===== src/hw/rtl/parp_pkg.sv =====
`default_nettype none

package parp_pkg;

	localparam int unsigned ROLE_W  = 3;
	localparam int unsigned STEP_W  = 8;
	localparam int unsigned AXIS_W  = 2;
	localparam int unsigned DELTA_W = 16;
	localparam int unsigned KIND_W  = 3;
	localparam int unsigned STATE_W = 9;
	localparam int unsigned CFG_IDX_W  = 3;
	localparam int unsigned CFG_DATA_W = 8;
	localparam int unsigned DIV_BITS   = DELTA_W;
	localparam int unsigned DIV_CNT_W  = $clog2(DIV_BITS);

	localparam logic [KIND_W-1:0] KIND_PASS     = 3'd0;
	localparam logic [KIND_W-1:0] KIND_MOTION   = 3'd1;
	localparam logic [KIND_W-1:0] KIND_WHEEL    = 3'd2;
	localparam logic [KIND_W-1:0] KIND_CONSUMED = 3'd3;
	localparam logic [KIND_W-1:0] KIND_TAP      = 3'd4;

	localparam logic [ROLE_W-1:0] ROLE_MOVE    = 3'd0;
	localparam logic [ROLE_W-1:0] ROLE_SCROLL  = 3'd1;
	localparam logic [ROLE_W-1:0] ROLE_OFF     = 3'd2;
	localparam logic [ROLE_W-1:0] ROLE_ENCODER = 3'd3;

	localparam logic [AXIS_W-1:0] AXIS_X     = 2'd0;
	localparam logic [AXIS_W-1:0] AXIS_Y     = 2'd1;
	localparam logic [AXIS_W-1:0] AXIS_OTHER = 2'd2;

	localparam logic [CFG_IDX_W-1:0] CFG_ROLE_X = 3'd0;
	localparam logic [CFG_IDX_W-1:0] CFG_ROLE_Y = 3'd1;
	localparam logic [CFG_IDX_W-1:0] CFG_INV_X  = 3'd2;
	localparam logic [CFG_IDX_W-1:0] CFG_INV_Y  = 3'd3;
	localparam logic [CFG_IDX_W-1:0] CFG_STEP_X = 3'd4;
	localparam logic [CFG_IDX_W-1:0] CFG_STEP_Y = 3'd5;

	typedef enum logic [1:0] {
		ST_IDLE,
		ST_DIV,
		ST_ONE,
		ST_ENC
	} state_t;

	typedef enum logic [1:0] {
		PATH_SINGLE,
		PATH_DIV,
		PATH_ENC
	} path_t;

	typedef struct packed {
		logic accept;
		logic div_step;
		logic emit_tap;
		logic emit_final;
	} cmd_t;

	typedef struct packed {
		path_t path;
		logic  div_done;
		logic  tap_avail;
		logic  out_free;
	} sts_t;

endpackage

`default_nettype wire


===== src/hw/rtl/parp_if.sv =====
`default_nettype none

interface parp_in_if import parp_pkg::*; ();
	logic                      valid;
	logic                      ready;
	logic [AXIS_W-1:0]         axis_code;
	logic signed [DELTA_W-1:0] delta;

	modport source (output valid, output axis_code, output delta, input ready);
	modport sink (input valid, input axis_code, input delta, output ready);
endinterface

interface parp_out_if import parp_pkg::*; ();
	logic                      valid;
	logic                      ready;
	logic [KIND_W-1:0]         kind;
	logic [AXIS_W-1:0]         out_axis;
	logic signed [DELTA_W-1:0] out_value;
	logic                      tap_negative;
	logic                      last;

	modport source (output valid, output kind, output out_axis, output out_value,
		output tap_negative, output last, input ready);
	modport sink (input valid, input kind, input out_axis, input out_value,
		input tap_negative, input last, output ready);
endinterface

`default_nettype wire


===== src/hw/rtl/parp_ctrl.sv =====
`default_nettype none

module parp_ctrl import parp_pkg::*; (
	input  wire logic clk,
	input  wire logic arst_n,
	input  wire logic in_valid,
	output logic      in_ready,
	input  wire sts_t sts,
	output cmd_t      cmd
);

	state_t state_q, state_d;

	always_ff @(posedge clk or negedge arst_n) begin
		if (!arst_n) begin
			state_q <= ST_IDLE;
		end else begin
			state_q <= state_d;
		end
	end

	always_comb begin
		state_d = state_q;
		case (state_q)
			ST_IDLE: begin
				if (in_valid) begin
					case (sts.path)
						PATH_DIV: state_d = ST_DIV;
						PATH_ENC: state_d = ST_ENC;
						default:  state_d = ST_ONE;
					endcase
				end
			end
			ST_DIV: begin
				if (sts.div_done) state_d = ST_ONE;
			end
			ST_ONE: begin
				if (sts.out_free) state_d = ST_IDLE;
			end
			ST_ENC: begin
				if (sts.out_free && !sts.tap_avail) state_d = ST_IDLE;
			end
			default: state_d = ST_IDLE;
		endcase
	end

	always_comb begin
		in_ready = 1'b0;
		cmd      = '0;
		case (state_q)
			ST_IDLE: begin
				in_ready   = 1'b1;
				cmd.accept = in_valid;
			end
			ST_DIV: begin
				cmd.div_step = 1'b1;
			end
			ST_ONE: begin
				cmd.emit_final = sts.out_free;
			end
			ST_ENC: begin
				cmd.emit_tap   = sts.out_free && sts.tap_avail;
				cmd.emit_final = sts.out_free && !sts.tap_avail;
			end
			default: begin
				in_ready = 1'b0;
			end
		endcase
	end

endmodule

`default_nettype wire


===== src/hw/rtl/parp_dp.sv =====
`default_nettype none

module parp_dp import parp_pkg::*; #(
	parameter int unsigned MAX_TAPS = 10
) (
	input  wire logic                      clk,
	input  wire logic                      arst_n,
	input  wire logic                      cfg_we,
	input  wire logic [CFG_IDX_W-1:0]      cfg_index,
	input  wire logic [CFG_DATA_W-1:0]     cfg_data,
	input  wire logic [AXIS_W-1:0]         in_axis_code,
	input  wire logic signed [DELTA_W-1:0] in_delta,
	output logic                           out_valid,
	input  wire logic                      out_ready,
	output logic [KIND_W-1:0]              out_kind,
	output logic [AXIS_W-1:0]              out_axis,
	output logic signed [DELTA_W-1:0]      out_value,
	output logic                           out_tap_negative,
	output logic                           out_last,
	input  wire cmd_t                      cmd,
	output sts_t                           sts
);

	localparam int unsigned TAP_CNT_W = $clog2(MAX_TAPS + 1);
	localparam int unsigned TOT_W     = DELTA_W + 1;

	// configuration
	logic [ROLE_W-1:0] role_x_q, role_y_q;
	logic              inv_x_q, inv_y_q;
	logic [STEP_W-1:0] step_x_q, step_y_q;

	// per-axis state
	logic signed [STATE_W-1:0] rem_x_q, rem_y_q, acc_x_q, acc_y_q;
	logic [ROLE_W-1:0]         seen_x_q, seen_y_q;

	// item registers
	logic [AXIS_W-1:0]         it_axis_q;
	logic                      it_other_q;
	logic [ROLE_W-1:0]         it_role_q;
	logic [STEP_W-1:0]         it_step_q;
	logic signed [DELTA_W-1:0] it_delta_q;
	logic signed [TOT_W-1:0]   total_q;
	logic [DIV_BITS-1:0]       div_quo_q;
	logic [STEP_W-1:0]         div_rem_q;
	logic [DIV_CNT_W-1:0]      div_cnt_q;
	logic [TAP_CNT_W-1:0]      tap_cnt_q;

	logic                      out_valid_q;
	logic [KIND_W-1:0]         out_kind_q;
	logic [AXIS_W-1:0]         out_axis_q;
	logic signed [DELTA_W-1:0] out_value_q;
	logic                      out_neg_q;
	logic                      out_last_q;

	// input side decode
	logic                      is_other, is_x, inv_sel, changed;
	logic [ROLE_W-1:0]         role_sel, seen_sel;
	logic [STEP_W-1:0]         step_raw, step_eff;
	logic signed [DELTA_W-1:0] v;
	logic signed [STATE_W-1:0] old_sel;
	logic signed [TOT_W-1:0]   total_in;
	logic [TOT_W-1:0]          total_mag;
	path_t                     path;

	always_comb begin
		is_other = (in_axis_code != AXIS_X) && (in_axis_code != AXIS_Y);
		is_x     = (in_axis_code == AXIS_X);
		role_sel = is_x ? role_x_q : role_y_q;
		seen_sel = is_x ? seen_x_q : seen_y_q;
		inv_sel  = is_x ? inv_x_q : inv_y_q;
		step_raw = is_x ? step_x_q : step_y_q;
		step_eff = (step_raw == '0) ? STEP_W'(1) : step_raw;
		changed  = (seen_sel != role_sel);
		if (!inv_sel) begin
			v = in_delta;
		end else if (in_delta == {1'b1, {(DELTA_W-1){1'b0}}}) begin
			v = {1'b0, {(DELTA_W-1){1'b1}}};
		end else begin
			v = -in_delta;
		end
		if (changed) begin
			old_sel = '0;
		end else if (role_sel == ROLE_ENCODER) begin
			old_sel = is_x ? acc_x_q : acc_y_q;
		end else begin
			old_sel = is_x ? rem_x_q : rem_y_q;
		end
		total_in  = TOT_W'(v) + TOT_W'(old_sel);
		total_mag = total_in[TOT_W-1] ? TOT_W'(-total_in) : TOT_W'(total_in);
		if (is_other) begin
			path = PATH_SINGLE;
		end else if (role_sel inside {ROLE_MOVE, ROLE_SCROLL}) begin
			path = PATH_DIV;
		end else if (role_sel == ROLE_ENCODER) begin
			path = PATH_ENC;
		end else begin
			path = PATH_SINGLE;
		end
	end

	// divider step
	logic [STEP_W:0]   div_sh;
	logic              div_ge;
	logic [STEP_W-1:0] div_nxt;

	always_comb begin
		div_sh  = {div_rem_q, div_quo_q[DIV_BITS-1]};
		div_ge  = (div_sh >= {1'b0, it_step_q});
		div_nxt = div_ge ? STEP_W'(div_sh - {1'b0, it_step_q}) : div_sh[STEP_W-1:0];
	end

	// encoder compare
	logic signed [TOT_W-1:0]   step_s;
	logic                      tap_room, tap_pos, tap_neg;
	logic [STEP_W-1:0]         step_m1;
	logic signed [STATE_W-1:0] acc_fin;

	always_comb begin
		step_s   = $signed({{(TOT_W-STEP_W){1'b0}}, it_step_q});
		tap_room = (tap_cnt_q < TAP_CNT_W'(MAX_TAPS));
		tap_pos  = tap_room && (total_q >= step_s);
		tap_neg  = tap_room && (total_q <= -step_s);
		step_m1  = it_step_q - STEP_W'(1);
		if (total_q >= step_s) begin
			acc_fin = $signed({1'b0, step_m1});
		end else if (total_q <= -step_s) begin
			acc_fin = -$signed({1'b0, step_m1});
		end else begin
			acc_fin = total_q[STATE_W-1:0];
		end
	end

	// final result of the item
	logic                      q_neg;
	logic signed [DELTA_W-1:0] q_sat;
	logic signed [STATE_W-1:0] rem_fin;
	logic [KIND_W-1:0]         fin_kind;
	logic signed [DELTA_W-1:0] fin_value;

	always_comb begin
		q_neg = total_q[TOT_W-1];
		if (!q_neg) begin
			q_sat = div_quo_q[DIV_BITS-1] ? {1'b0, {(DELTA_W-1){1'b1}}} : div_quo_q;
		end else if (div_quo_q > {1'b1, {(DIV_BITS-1){1'b0}}}) begin
			q_sat = {1'b1, {(DELTA_W-1){1'b0}}};
		end else begin
			q_sat = -div_quo_q;
		end
		rem_fin = q_neg ? -$signed({1'b0, div_rem_q}) : $signed({1'b0, div_rem_q});
		if (it_other_q) begin
			fin_kind  = KIND_PASS;
			fin_value = it_delta_q;
		end else begin
			case (it_role_q)
				ROLE_MOVE: begin
					fin_kind  = KIND_MOTION;
					fin_value = q_sat;
				end
				ROLE_SCROLL: begin
					fin_kind  = KIND_WHEEL;
					fin_value = q_sat;
				end
				ROLE_OFF: begin
					fin_kind  = KIND_MOTION;
					fin_value = '0;
				end
				ROLE_ENCODER: begin
					fin_kind  = KIND_CONSUMED;
					fin_value = '0;
				end
				default: begin
					fin_kind  = KIND_PASS;
					fin_value = it_delta_q;
				end
			endcase
		end
	end

	always_ff @(posedge clk or negedge arst_n) begin
		if (!arst_n) begin
			role_x_q <= ROLE_MOVE;
			role_y_q <= ROLE_MOVE;
			inv_x_q  <= 1'b0;
			inv_y_q  <= 1'b0;
			step_x_q <= STEP_W'(1);
			step_y_q <= STEP_W'(1);
		end else if (cfg_we) begin
			case (cfg_index)
				CFG_ROLE_X: role_x_q <= cfg_data[ROLE_W-1:0];
				CFG_ROLE_Y: role_y_q <= cfg_data[ROLE_W-1:0];
				CFG_INV_X:  inv_x_q  <= cfg_data[0];
				CFG_INV_Y:  inv_y_q  <= cfg_data[0];
				CFG_STEP_X: step_x_q <= cfg_data[STEP_W-1:0];
				CFG_STEP_Y: step_y_q <= cfg_data[STEP_W-1:0];
				default: ;
			endcase
		end
	end

	always_ff @(posedge clk or negedge arst_n) begin
		if (!arst_n) begin
			rem_x_q  <= '0;
			rem_y_q  <= '0;
			acc_x_q  <= '0;
			acc_y_q  <= '0;
			seen_x_q <= '0;
			seen_y_q <= '0;
		end else if (cmd.accept && !is_other) begin
			if (is_x) begin
				seen_x_q <= role_sel;
				if (changed) begin
					rem_x_q <= '0;
					acc_x_q <= '0;
				end
			end else begin
				seen_y_q <= role_sel;
				if (changed) begin
					rem_y_q <= '0;
					acc_y_q <= '0;
				end
			end
		end else if (cmd.emit_final && !it_other_q) begin
			if (it_role_q inside {ROLE_MOVE, ROLE_SCROLL}) begin
				if (it_axis_q == AXIS_X) rem_x_q <= rem_fin;
				else rem_y_q <= rem_fin;
			end else if (it_role_q == ROLE_ENCODER) begin
				if (it_axis_q == AXIS_X) acc_x_q <= acc_fin;
				else acc_y_q <= acc_fin;
			end
		end
	end

	always_ff @(posedge clk) begin
		if (cmd.accept) begin
			it_axis_q  <= is_other ? AXIS_OTHER : in_axis_code;
			it_other_q <= is_other;
			it_role_q  <= role_sel;
			it_step_q  <= step_eff;
			it_delta_q <= in_delta;
			total_q    <= total_in;
			div_quo_q  <= total_mag[DIV_BITS-1:0];
			div_rem_q  <= '0;
			div_cnt_q  <= '0;
			tap_cnt_q  <= '0;
		end else begin
			if (cmd.div_step) begin
				div_quo_q <= {div_quo_q[DIV_BITS-2:0], div_ge};
				div_rem_q <= div_nxt;
				div_cnt_q <= div_cnt_q + DIV_CNT_W'(1);
			end
			if (cmd.emit_tap) begin
				total_q   <= tap_pos ? total_q - step_s : total_q + step_s;
				tap_cnt_q <= tap_cnt_q + TAP_CNT_W'(1);
			end
		end
	end

	logic out_free;
	assign out_free = !out_valid_q || out_ready;

	always_ff @(posedge clk or negedge arst_n) begin
		if (!arst_n) begin
			out_valid_q <= 1'b0;
		end else if (cmd.emit_tap || cmd.emit_final) begin
			out_valid_q <= 1'b1;
		end else if (out_ready) begin
			out_valid_q <= 1'b0;
		end
	end

	always_ff @(posedge clk) begin
		if (cmd.emit_tap) begin
			out_kind_q  <= KIND_TAP;
			out_axis_q  <= it_axis_q;
			out_value_q <= '0;
			out_neg_q   <= !tap_pos;
			out_last_q  <= 1'b0;
		end else if (cmd.emit_final) begin
			out_kind_q  <= fin_kind;
			out_axis_q  <= it_axis_q;
			out_value_q <= fin_value;
			out_neg_q   <= 1'b0;
			out_last_q  <= 1'b1;
		end
	end

	assign out_valid        = out_valid_q;
	assign out_kind         = out_kind_q;
	assign out_axis         = out_axis_q;
	assign out_value        = out_value_q;
	assign out_tap_negative = out_neg_q;
	assign out_last         = out_last_q;

	assign sts.path      = path;
	assign sts.div_done  = (div_cnt_q == DIV_CNT_W'(DIV_BITS - 1));
	assign sts.tap_avail = tap_pos || tap_neg;
	assign sts.out_free  = out_free;

endmodule

`default_nettype wire


===== src/hw/rtl/pointer_axis_role_processor_top.sv =====
// Pointer axis role processor.
// pointer: one request per relative event (axis_code, delta). result: one or
// more results per request, the final one flagged by last.
// cfg_we/cfg_index/cfg_data write the role, invert and step registers; write
// only while no request is in flight.
// One request is worked at a time; pointer.ready is high only when idle.
// Work per request:
//   other axis, off and pass roles: a single result
//   move and scroll: the 16-step restoring divider
//     (one quotient bit per cycle)
//   encoder: up to MAX_TAPS taps, one tap per cycle unless the receiver stalls
// A result sits in an output register; the next request can be accepted
// while it waits. A stalled receiver holds the result and stops the
// sequencer at its next emit.
// Reset clears configuration to roles 0, inverts 0, steps 1, and clears the
// per-axis remainders, accumulators and seen roles.
`default_nettype none

module pointer_axis_role_processor_top import parp_pkg::*; #(
	parameter int unsigned MAX_TAPS = 10
) (
	input  wire logic                  clk,
	input  wire logic                  arst_n,
	input  wire logic                  cfg_we,
	input  wire logic [CFG_IDX_W-1:0]  cfg_index,
	input  wire logic [CFG_DATA_W-1:0] cfg_data,
	parp_in_if.sink                    pointer,
	parp_out_if.source                 result
);

	cmd_t cmd;
	sts_t sts;
	logic in_ready;

	parp_ctrl u_ctrl (
		.clk      (clk),
		.arst_n   (arst_n),
		.in_valid (pointer.valid),
		.in_ready (in_ready),
		.sts      (sts),
		.cmd      (cmd)
	);

	parp_dp #(
		.MAX_TAPS (MAX_TAPS)
	) u_dp (
		.clk              (clk),
		.arst_n           (arst_n),
		.cfg_we           (cfg_we),
		.cfg_index        (cfg_index),
		.cfg_data         (cfg_data),
		.in_axis_code     (pointer.axis_code),
		.in_delta         (pointer.delta),
		.out_valid        (result.valid),
		.out_ready        (result.ready),
		.out_kind         (result.kind),
		.out_axis         (result.out_axis),
		.out_value        (result.out_value),
		.out_tap_negative (result.tap_negative),
		.out_last         (result.last),
		.cmd              (cmd),
		.sts              (sts)
	);

	assign pointer.ready = in_ready;

endmodule

`default_nettype wire


===== src/flat_wrapper.sv =====
// flat-port wrapper written by rule: the top's interface ports become plain ports
module pointer_axis_role_processor_top_flat import parp_pkg::*;
#(
	parameter int unsigned MAX_TAPS = 10
)
  (clk, arst_n, cfg_we, cfg_index, cfg_data, pointer_valid, pointer_axis_code, pointer_delta, pointer_ready, result_valid, result_kind, result_out_axis, result_out_value, result_tap_negative, result_last, result_ready);
  parp_in_if pointer_i ();
  parp_out_if result_i ();
  input  wire logic clk;
  input  wire logic arst_n;
  input  wire logic cfg_we;
  input  wire logic [CFG_IDX_W-1:0] cfg_index;
  input  wire logic [CFG_DATA_W-1:0] cfg_data;
  input wire logic [$bits(pointer_i.valid)-1:0] pointer_valid;
  input wire logic [$bits(pointer_i.axis_code)-1:0] pointer_axis_code;
  input wire logic [$bits(pointer_i.delta)-1:0] pointer_delta;
  output wire logic [$bits(pointer_i.ready)-1:0] pointer_ready;
  output wire logic [$bits(result_i.valid)-1:0] result_valid;
  output wire logic [$bits(result_i.kind)-1:0] result_kind;
  output wire logic [$bits(result_i.out_axis)-1:0] result_out_axis;
  output wire logic [$bits(result_i.out_value)-1:0] result_out_value;
  output wire logic [$bits(result_i.tap_negative)-1:0] result_tap_negative;
  output wire logic [$bits(result_i.last)-1:0] result_last;
  input wire logic [$bits(result_i.ready)-1:0] result_ready;
  assign pointer_i.valid = pointer_valid;
  assign pointer_i.axis_code = pointer_axis_code;
  assign pointer_i.delta = pointer_delta;
  assign pointer_ready = pointer_i.ready;
  assign result_valid = result_i.valid;
  assign result_kind = result_i.kind;
  assign result_out_axis = result_i.out_axis;
  assign result_out_value = result_i.out_value;
  assign result_tap_negative = result_i.tap_negative;
  assign result_last = result_i.last;
  assign result_i.ready = result_ready;
  pointer_axis_role_processor_top #(.MAX_TAPS(MAX_TAPS)) u_core (.clk(clk), .arst_n(arst_n), .cfg_we(cfg_we), .cfg_index(cfg_index), .cfg_data(cfg_data), .pointer(pointer_i), .result(result_i));
endmodule

===== config.mk =====
export PLATFORM = sky130hd
export DESIGN_NAME = pointer_axis_role_processor_top_flat
export DESIGN_NICKNAME = d
export VERILOG_FILES = /design/src/hw/rtl/parp_pkg.sv /design/src/hw/rtl/parp_if.sv /design/src/hw/rtl/parp_ctrl.sv /design/src/hw/rtl/parp_dp.sv /design/src/hw/rtl/pointer_axis_role_processor_top.sv /design/src/flat_wrapper.sv
export SDC_FILE = /design/constraint.sdc
export NUM_CORES = 1
export LEC_CHECK = 0
export BUFFER_PORTS_ARGS = -buffer_cell sky130_fd_sc_hd__buf_2
export CAP_MARGIN = 20
export CORE_MARGIN = 3
export CORE_UTILIZATION = 25
export CTS_CLUSTER_SIZE = 12
export DETAILED_ROUTE_END_ITERATION = 7
export SLEW_MARGIN = 20
export SYNTH_ARGS = -nofsm -noshare
export SYNTH_HDL_FRONTEND = slang
export SYNTH_SLANG_ARGS = --single-unit
export TNS_END_PERCENT = 1

===== constraint.sdc =====
create_clock -name clk -period 13.5 [get_ports clk]
set_input_delay 2.7 -clock clk [delete_from_list [all_inputs] [get_ports clk]]
set_output_delay 2.7 -clock clk [all_outputs]
set_load 0.05 [all_outputs]

* Word level (Yosys, flattened, before mapping)
Index checks and enable logic that the tools add are counted.
Operators by class: reduce and logical (&&, ||, !) cells 49, order comparisons 5, shifts and indexed selects 0, div/mod/pow operators 0, multiply operators 0, bitwise logic cells 1, add/subtract/negate cells 13, equal/unequal tests 28, muxes and demuxes 68
Operators with widths (number):
- 9-bit two-way mux | 28
- 16-bit two-way mux | 8
- 17-bit two-way mux | 3
- 16-bit negation | 3
- 16-bit one-hot mux with 2 select lines | 1
- 2-bit nonzero test | 11
- 2-bit two-way mux | 10
- 8-bit negation with 9-bit output | 2
- 16-bit by 9-bit adder with 17-bit output | 1
- 17-bit by 9-bit adder with 17-bit output | 1
- 17-bit by 9-bit greater-or-equal comparator with 1-bit output | 1
- 17-bit less-or-equal comparator | 1
- 8-bit negation with 17-bit output | 1
- 17-bit by 9-bit subtractor with 17-bit output | 1
- 16-bit equality test (second input constant) | 1
- 16-bit > comparator (second input constant) | 1
- 8-bit two-way mux | 2
- 2-bit != test (second input constant) | 8
- 2-bit AND reduction | 8
- 3-bit by 2-bit equality test with 1-bit output (second input constant) | 5
- 15-bit two-way mux | 1
- 6-bit AND reduction | 2
- 5-bit AND reduction | 2
- 3-bit by 1-bit equality test with 1-bit output (second input constant) | 3
- 26 further kinds | 59
Storage, ports and cells: bits in registers 171, latch bits 0, memory bits (writable) 0, output and inout bits 25, bits in read-only memories 0, input bits 34, memories kept 0

* Logic depth before layout (Yosys ltp)
Gate-level depths: netlist (run 1).
word-level depth 10, mapped depth 20, gate-level depth less buffers 18

* Hierarchy
Synthesis (run 1) repeated with hierarchy kept, for this count alone.
Second synthesis, totals: cells, all modules 1255, area total of the unflattened synthesis 11696.2 um^2
Modules (own cells, without submodules):
- parp_dp | times used 1, cells each 1237, seq. area each 4381.7 um^2, area an instance 11556.1 um^2
- parp_ctrl | times used 1, cells each 18, seq. area each 50.0 um^2, area an instance 140.1 um^2

* Least setup slack after synthesis (run 1)
Ideal clock, no wire load.
path kind in2reg, from input pointer_axis_code[1], to register u_core.u_dp.div_quo_q[10] (data pin), arrival 7.721 ns, path slack 5.513 ns, cell stages on the path 16, library setup time 0.267 ns, path buffers 1, required time 13.233 ns, cell sequence clkbuf_1 -> nor2_1 -> mux2_2 -> nor3_1 -> mux4_2 -> nor2b_1 -> ha_1 -> fa_1 -> a211oi_1 -> o21bai_1 -> and2_1 -> or4b_1 -> or4_1 -> o21ai_1 -> xor2_1 -> o21ai_0
Between the ends: word-level cells in the longest chain between the ends 9
RTL lines:
- start, declared | RTL line flat_wrapper.sv:15 | input wire logic [$bits(pointer_i.axis_code)-1:0] pointer_axis_code;
- 2-bit logical NOT * | RTL line parp_dp.sv:67 | is_x = (in_axis_code == AXIS_X);
- 3-bit two-way mux * | RTL line parp_dp.sv:68 | role_sel = is_x ? role_x_q : role_y_q;
- net u_core.u_dp.role_sel[2] | RTL line parp_dp.sv:57 | logic [ROLE_W-1:0] role_sel, seen_sel;
- 3-bit by 2-bit equality test with 1-bit output | RTL line parp_dp.sv:83 | end else if (role_sel == ROLE_ENCODER) begin
- 9-bit two-way mux | RTL line parp_dp.sv:83
- 9-bit two-way mux * | RTL line parp_dp.sv:81 | if (changed) begin
- 16-bit by 9-bit adder with 17-bit output * | RTL line parp_dp.sv:88 | total_in = TOT_W'(v) + TOT_W'(old_sel);
- 16-bit negation | RTL line parp_dp.sv:89 | total_mag = total_in[TOT_W-1] ? TOT_W'(-total_in) : TOT_W'(total_in);
- 16-bit two-way mux * | RTL line parp_dp.sv:89
- 16-bit two-way mux * | RTL line parp_dp.sv:234 | if (cmd.accept) begin
- end signal, assigned | RTL line parp_dp.sv:241 | div_quo_q <= total_mag[DIV_BITS-1:0];
- end signal, assigned | RTL line parp_dp.sv:247 | div_quo_q <= {div_quo_q[DIV_BITS-2:0], div_ge};
- end, declared | RTL line parp_dp.sv:43 | logic [DIV_BITS-1:0] div_quo_q;
Mark *: on every way through the listed nets, which the timed path passes. The rest lies on a longest branch. A chain may end at the register's enable or synchronous reset.

* Worst setup path in the final report (run 1)
from input pointer_axis_code[0], to register u_core.u_dp.div_quo_q[15] (data pin)
Same word-level chain as after synthesis.

==> key figures, run 1 <==
Pwr
  • VDD IR-drop max: 0.000111 V
  • Static leakage: around 0.0054 uW
  • Pwr per Cell Area: about 230 nW/um^2

Layout
  • Multi-input logic area: ~6700 um^2
  • Commonest non-fill, non-tap cell in the layout: nand2_1
  • Number of nets in the layout: between 1000 and 1500
  • Most frequent cells in the layout: nand2_1, nor2_1, o21ai_0
  • Layout filler cell count: approximately 4700
  • Diode count: 0
  • Area occupied by registers: 4430 um^2
  • P&R area growth vs syn: 13.4%
  • Layout cells sized above 1: 0.148
  • Final Core Density: 0.288

Synth
  • Post-Syn Area: around 12000 um^2
  • Flops & latches, synth: 171
  • Syn nets: roughly 1300
  • Post-Synthesis Cells: around 1200
  • Syn Area/Cell: about 9.4 um^2
  • Post-synth ARST share: 0.404
  • Number of enable flip-flop cells after synthesis: 66
  • Post-synthesis sequential area ratio: 0.383
  • Top FF cell, synth: dfrtp_1
  • Yosys Warn Count: 0
  • Yosys cell types: a little under 80

Routing
  • WL final: roughly 33 mm
  • Post-DR wirelength/cell: approximately 17 um
  • Drt initial violations: 878
  • Vias per cell: between 5 and 6
  • Antenna Violating Nets Remaining: 0
  • DR DRC count: 0
  • Drt pass-1 iters: 5
  • Vias after detailed routing: a little under 10000

Hold path
  • Hold Crit Class: flop to flop

Setup path
  • Crit path required time: 13.79 ns
  • CP top delay family: compound AO/OA/AOI/OAI gates
  • CP max stage cell: a2111oi_0
  • Data arrival, critical path: 7.85 ns
  • Critical Path Sink Type: flop
  • CP Class: input port to flop
  • Startpoint Class: input port
  • Slowest stage delay, CP: approximately 0.55 ns
  • Most common cell on crit path: buf_4
  • Buf/Inv on CP: 3
  • CP cell instances: buf_2 > nor2_2 > buf_4 > mux2_2 > nor3_1 > buf_4 > mux4_2 > nor2b_1 > ha_1 > fa_1 > a211oi_1 > o21bai_1 > a211o_1 > a2111oi_0 > or2_2 > nand2_1 > or3_1 > o211ai_1
  • Max Fanout on Critical Path: 26

STA
  • Max transition margin: 0.320
  • Final min period: approximately 7.6 ns
  • Fin crit share: 0.560
  • Unrepaired setup endpoints after global routing: no
  • Final max-slew violation count: 0
  • Hold Vio Cnt, Final: 0
  • Final Setup Violations: 0
  • Setup TNS: 0 ns
  • Clock skew: about 0.0083 ns
  • Max Freq: around 0.13 GHz
  • Slew @ Worst Pin: 1.01 ns

Global routing
  • Initial antenna violation count: 0
  • Largest net degree at the start of global routing: 70
  • GRT Total Usage: 0.130
  • Gr ovfl total: 0
  • Vias in the first global route: 9226
  • First-pass GRT wire length: between 50 and 60 mm

Floorplan
  • Core area: ~46000 um^2
  • Die Y: 221 um
  • Std cell rows: 78
  • Initial core utilization: 0.254
  • Die ar.: slightly below 50000 um^2
  • Num ports: between 50 and 60
  • Die Span X: roughly 220 um

Clock tree
  • Postcts setup bufs: 0
  • CTS Buf Count: 17
  • Reg clk slew, reported paths: around 0.070 ns
  • Resized cells post-CTS: 0
  • CTS root buffer: clkbuf_16
  • H-tree Lvls: 4
  • # hold bufs at CTS: 0
  • Skew-Pair Late Insertion Delay: 0.44 ns
  • Worst-case clock buffer depth: 2
  • CTS tree: yes
  • Clock tree sinks: 171

Placed design
  • Post-DP HPWL: about 25 mm
  • Final Wtd Congestion: 0.919
  • Port bufs: 58

Outcome
  • Outcome: complete, no violations

Run
  • Max-cap violations: 0
## metrics by stage
stage               area, um^2  cells  power, uW  setup WS, ns  hold slack [ns]
floorplan                11600   1227       2120          5.51            0.419
CTS                      13100   1881       3060          5.92            0.460
finish                   13100   1881       3060          5.94            0.454
global placement         12500   1847       2520          5.59            0.434
detailed placement       12500   1849       2560          5.51            0.439
global route             13100   1881       3280          5.40            0.470
## layer usage
layer,vias up,wire length [um],global-route usage
met3,57,1690,0.0293
met4,0,1110,0.0511
met2,240,14300,0.197
met5,-,0,0
li1,4624,-,-
met1,4692,15600,0.180
## final timing paths
| kind | start | to | slack [ns] | cells past startpoint |
|---|---|---|---|---|
| min in group asynchronous | arst_n | u_core.u_dp.role_y_q[1]$_DFFE_PN0P_ | 2.46 | 2 |
| max in group asynchronous | arst_n | u_core.u_dp.rem_x_q[3]$_DFFE_PN0P_ | 10.49 | 2 |
| worst max-delay path | pointer_axis_code[0] | u_core.u_dp.div_quo_q[15]$_DFFE_PP_ | 5.94 | 18 |
| worst min register to register | u_core.u_dp.it_axis_q[0]$_SDFFCE_PP0P_ | u_core.u_dp.out_axis[0]$_DFFE_PP_ | 0.45 | 0 |
| worst max register to register | u_core.u_dp.it_step_q[1]$_SDFFCE_PN0P_ | u_core.u_dp.total_q[0]$_DFFE_PP_ | 8.14 | 13 |
| worst min-delay path | u_core.u_dp.it_axis_q[0]$_SDFFCE_PP0P_ | u_core.u_dp.out_axis[0]$_DFFE_PP_ | 0.45 | 0 |
## registers in the layout, indices dropped and copies added, names as in the netlist, 2 cells and up
signal,flops
u_core.u_dp.total_q,17
u_core.u_dp.div_quo_q,16
u_core.u_dp.it_delta_q,16
u_core.u_dp.out_value,16
u_core.u_dp.acc_x_q,9
u_core.u_dp.acc_y_q,9
u_core.u_dp.rem_x_q,9
u_core.u_dp.rem_y_q,9
u_core.u_dp.div_rem_q,8
u_core.u_dp.it_step_q,8
u_core.u_dp.step_x_q,8
u_core.u_dp.step_y_q,8
u_core.u_dp.div_cnt_q,4
u_core.u_dp.tap_cnt_q,4
u_core.u_dp.it_role_q,3
u_core.u_dp.out_kind,3
u_core.u_dp.role_x_q,3
u_core.u_dp.role_y_q,3
u_core.u_dp.seen_x_q,3
u_core.u_dp.seen_y_q,3
u_core.u_ctrl.state_q,2
u_core.u_dp.it_axis_q,2
u_core.u_dp.out_axis,2
## report_power, final
part,internal (uW),total (uW),switching [uW],leakage (uW)
combinational,603,1590,983,0.00330
sequential,783,987,204,0.00178
clock,246,484,238,0.000275
## cell families after synthesis
| logic type | share of synthesized area |
|---|---|
| AND/OR/NAND/NOR | 0.170 |
| AO/OA/AOI/OAI | 0.184 |
| flip-flops | 0.383 |
| buffers and inverters | 0.0370 |
| multiplexers | 0.0964 |
| XOR/XNOR | 0.0522 |
| adder cells (fa/ha/maj) | 0.0772 |
## Yosys cell counts (30+ instances only)
master | instances | area [um^2]
nand2_1 | 115 | 432
nor2_1 | 96 | 360
o21ai_0 | 80 | 400
dfrtp_1 | 67 | 1680
edfxtp_1 | 66 | 1980
ha_1 | 65 | 813
inv_1 | 60 | 225
a21oi_1 | 58 | 290
mux2_2 | 49 | 552
xnor2_1 | 46 | 403
clkbuf_1 | 40 | 150
dfxtp_1 | 36 | 721
mux2i_1 | 36 | 360
nor3_1 | 30 | 150
## layout make-up
cell class | count | share of cell area
Clock inverter | 15 | 0.0117
Multi-Input combinational cell | 945 | 0.513
Tap cell | 600 | 0.0572
Sequential cell | 171 | 0.338
Timing Repair Buffer | 73 | 0.0305
Inverter | 60 | 0.0172
Clock buffer | 17 | 0.0324
No activity file was read; power rests on OpenSTA's default activity.
==> run 2: changes to the inputs <==
==> constraint.sdc (replaced) <==
create_clock -name clk -period 6.65 [get_ports clk]
set_input_delay 1.33 -clock clk [delete_from_list [all_inputs] [get_ports clk]]
set_output_delay 1.33 -clock clk [all_outputs]
set_load 0.05 [all_outputs]
==> run 2 against run 1 <==
Effect of this change:
- cell count grew 0.32%
- combinational power grew 100%
- worst setup slack got worse by 5.3 ns
- total power rose by 100%
- critical endpoint is now u_core.u_dp.div_quo_q[14]$_DFFE_PP_
- largest power group unchanged
==> key figures, run 2 (same netlist as run 1, synthesis figures left out) <==
Global routing
  • Largest net degree at the start of global routing: 70 (unchanged)
  • Gr ovfl total: 0 (unchanged)
  • GRT Total Usage: 0.132 (+0.00188)
  • Vias in the first global route: 9324 (+1.1%)
  • First-pass GRT wire length: 52.3 mm (+1.2%)
  • Initial antenna violation count: 0 (unchanged)

Setup path
  • CP Class: input port to flop
  • R2R cell count: 14 (+1)
  • Slowest stage delay, CP: 0.55 ns (about the same)
  • Worst reg2reg startpoint: u_core.u_dp.role_x_q[2]$_DFFE_PN0P_
  • R2R setup slack: 1.60 ns (-6.54 ns)
  • CP max stage cell: or4b_1
  • Data arrival, critical path: 6.16 ns (-1.69 ns)
  • Reg2reg end: u_core.u_dp.div_quo_q[14]$_DFFE_PP_
  • Critical Path Sink Type: flop
  • CP cell instances: buf_2 > inv_1 > ha_1 > nand2b_1 > nor4_1 > nand2_1 > nor3_1 > nand4b_1 > o211ai_1 > ha_1 > a211oi_1 > nor4b_1 > a311oi_1 > or4b_1 > nor4_1 > a31oi_1 > xnor2_1 > o21ai_0
  • Max Fanout on Critical Path: 4 (-85%)
  • Startpoint Class: input port
  • Crit path required time: 6.82 ns (-6.97 ns)

Outcome
  • Outcome: complete, no violations

Routing
  • Post-DR wirelength/cell: 17.3 um (-0.18%)
  • Vias after detailed routing: 9685 (+0.75%)
  • Vias per cell: 5.13 (+0.43%)
  • WL final: 32.7 mm (+0.13%)
  • DR DRC count: 0 (unchanged)
  • Drt pass-1 iters: 5 (unchanged)
  • Antenna Violating Nets Remaining: 0 (unchanged)
  • Drt initial violations: 767 (-13%)

STA
  • Setup TNS: 0 ns (unchanged)
  • Slew @ Worst Pin: 0.921 ns (-0.0858 ns)
  • Max transition margin: 0.385 (+0.0651)
  • Unrepaired setup endpoints after global routing: no
  • Hold Vio Cnt, Final: 0 (unchanged)
  • Clock skew: 0.0107 ns (+0.00239 ns)
  • Final worst slack: 0.661 ns (-5.28 ns)
  • Final max-slew violation count: 0 (unchanged)
  • Final Setup Violations: 0 (unchanged)
  • Final min period: around 6 ns
  • Fin crit share: 0.901
  • WHS: 0.455 ns (+0.00111 ns)
  • Max Freq: 0.167 GHz

Layout
  • Commonest non-fill, non-tap cell in the layout: nand2_1
  • Largest Register: u_core.u_dp.total_q
  • Final Core Density: 0.290 (+0.00217)
  • P&R area growth vs syn: 14.2%
  • Most frequent cells in the layout: nand2_1, nor2_1, o21ai_0
  • Number of nets in the layout: 1377 (+0.44%)
  • Layout filler cell count: 4764 (+1.1%)
  • Largest register FFs: 17 (unchanged)
  • Layout cells sized above 1: 0.154 (+0.00631)
  • Diode count: 0 (unchanged)

Clock tree
  • Resized cells post-CTS: 0 (unchanged)
  • Reg clk slew, reported paths: 0.07 ns (about the same)
  • # hold bufs at CTS: 0 (unchanged)
  • Skew-Pair Late Insertion Delay: 0.45 ns (about the same)
  • Clock tree sinks: 171 (unchanged)
  • H-tree Lvls: 4 (unchanged)
  • CTS tree: yes
  • CTS root buffer: clkbuf_16
  • Worst-case clock buffer depth: 2 (unchanged)
  • Postcts setup bufs: 0 (unchanged)
  • CTS Buf Count: 17 (unchanged)

Floorplan
  • Num ports: 59 (unchanged)
  • Std cell rows: 78 (unchanged)
  • Die ar.: 48900 um^2 (unchanged)
  • Die Y: 221 um (unchanged)
  • Initial core utilization: 0.254 (unchanged)
  • Core area: 45600 um^2 (unchanged)
  • Die Span X: 221 um (unchanged)

Hold path
  • WHS Endpoint: u_core.u_dp.out_axis[1]$_DFFE_PP_
  • Worst hold path startpoint: u_core.u_dp.it_axis_q[1]$_SDFFCE_PP1P_
  • Hold Crit Class: flop to flop
  • Hold Path Cell Cnt: 0 (unchanged)

Run
  • Max-cap violations: 0 (unchanged)

Placed design
  • Dpl ws: 0.236 ns (-5.28 ns)
  • Post-DP HPWL: 25.2 mm (+0.60%)
  • Final Wtd Congestion: 0.920 (+0.13%)
  • Port bufs: 58 (unchanged)

Pwr
  • Pwr per Cell Area: 474 nW/um^2 (+100%)
  • Static leakage: 0.00541 uW (+1.1%)
  • VDD IR-drop max: 0.000311 V (+180%)
  • Tot Pwr: 6260 uW (+100%)
==> run 2: changes by cell type in the layout (fill, tap and decap cells not counted), moves of 2 or more <==
cell	previous run	this run
clkinv_8	3	0
clkinv_4	1	5
inv_8	3	1
clkinvlp_4	3	1
buf_4	14	21
bufinv_16	0	2
==> run 2: worst max path at each step <==
stage,slack (ns),end,startpoint,depth (start not counted)
after floorplan,0.03,u_core.u_dp.div_quo_q[10]$_DFFE_PP_,pointer_axis_code[1],16
after global placement,0.31,u_core.u_dp.div_quo_q[10]$_DFFE_PP_,pointer_delta[0],18
after detailed placement,0.24,u_core.u_dp.div_quo_q[10]$_DFFE_PP_,pointer_delta[0],18
after CTS,0.71,u_core.u_dp.div_quo_q[10]$_DFFE_PP_,pointer_delta[0],18
after global routing,0.30,u_core.u_dp.div_quo_q[14]$_DFFE_PP_,pointer_delta[0],18
final,0.66,u_core.u_dp.div_quo_q[14]$_DFFE_PP_,pointer_delta[0],18
==> run 2: power breakdown <==
group,internal [uW],switching [uW]
clock,583,451
combinational,1240,1990
sequential,1590,405
total,3410,2850
==> run 2: per-layer routing <==
metal | GRT usage | share of wire
met1 | 0.185 | 0.47
met2 | 0.207 | 0.45
met3 | 0.0301 | 0.070
met4 | 0.0305 | 0.012
met5 | 0 | 0
==> run 2: final cells by class <==
type / instances / area (um^2) / area share
Clock inverter: 14 / 159 / 0.0120
Timing Repair Buffer: 79 / 448 / 0.0339
Tap cell: 600 / 751 / 0.0568
Multi-Input combinational cell: 945 / 6750 / 0.511
Sequential cell: 171 / 4430 / 0.335
Clock buffer: 18 / 450 / 0.0341
Inverter: 60 / 225 / 0.0170
==> run 2: stage by stage <==
step           area, um^2  cells
5_1_grt             13200   1887
3_5_place_dp        12600   1855
2_1_floorplan       11600   1227
3_3_place_gp        12600   1855
4_1_cts             13200   1887
6_report            13200   1887
==> run 2: worst max-delay path: cells and delay by family <==
| kind | cells | cell delay [ns] |
|---|---|---|
| AO/OA/AOI/OAI | 5 | 1.37 |
| AND/OR/NAND/NOR | 8 | 2.59 |
| buffers and inverters | 2 | 0.20 |
| adder cells (fa/ha/maj) | 2 | 0.47 |
| XOR/XNOR | 1 | 0.19 |
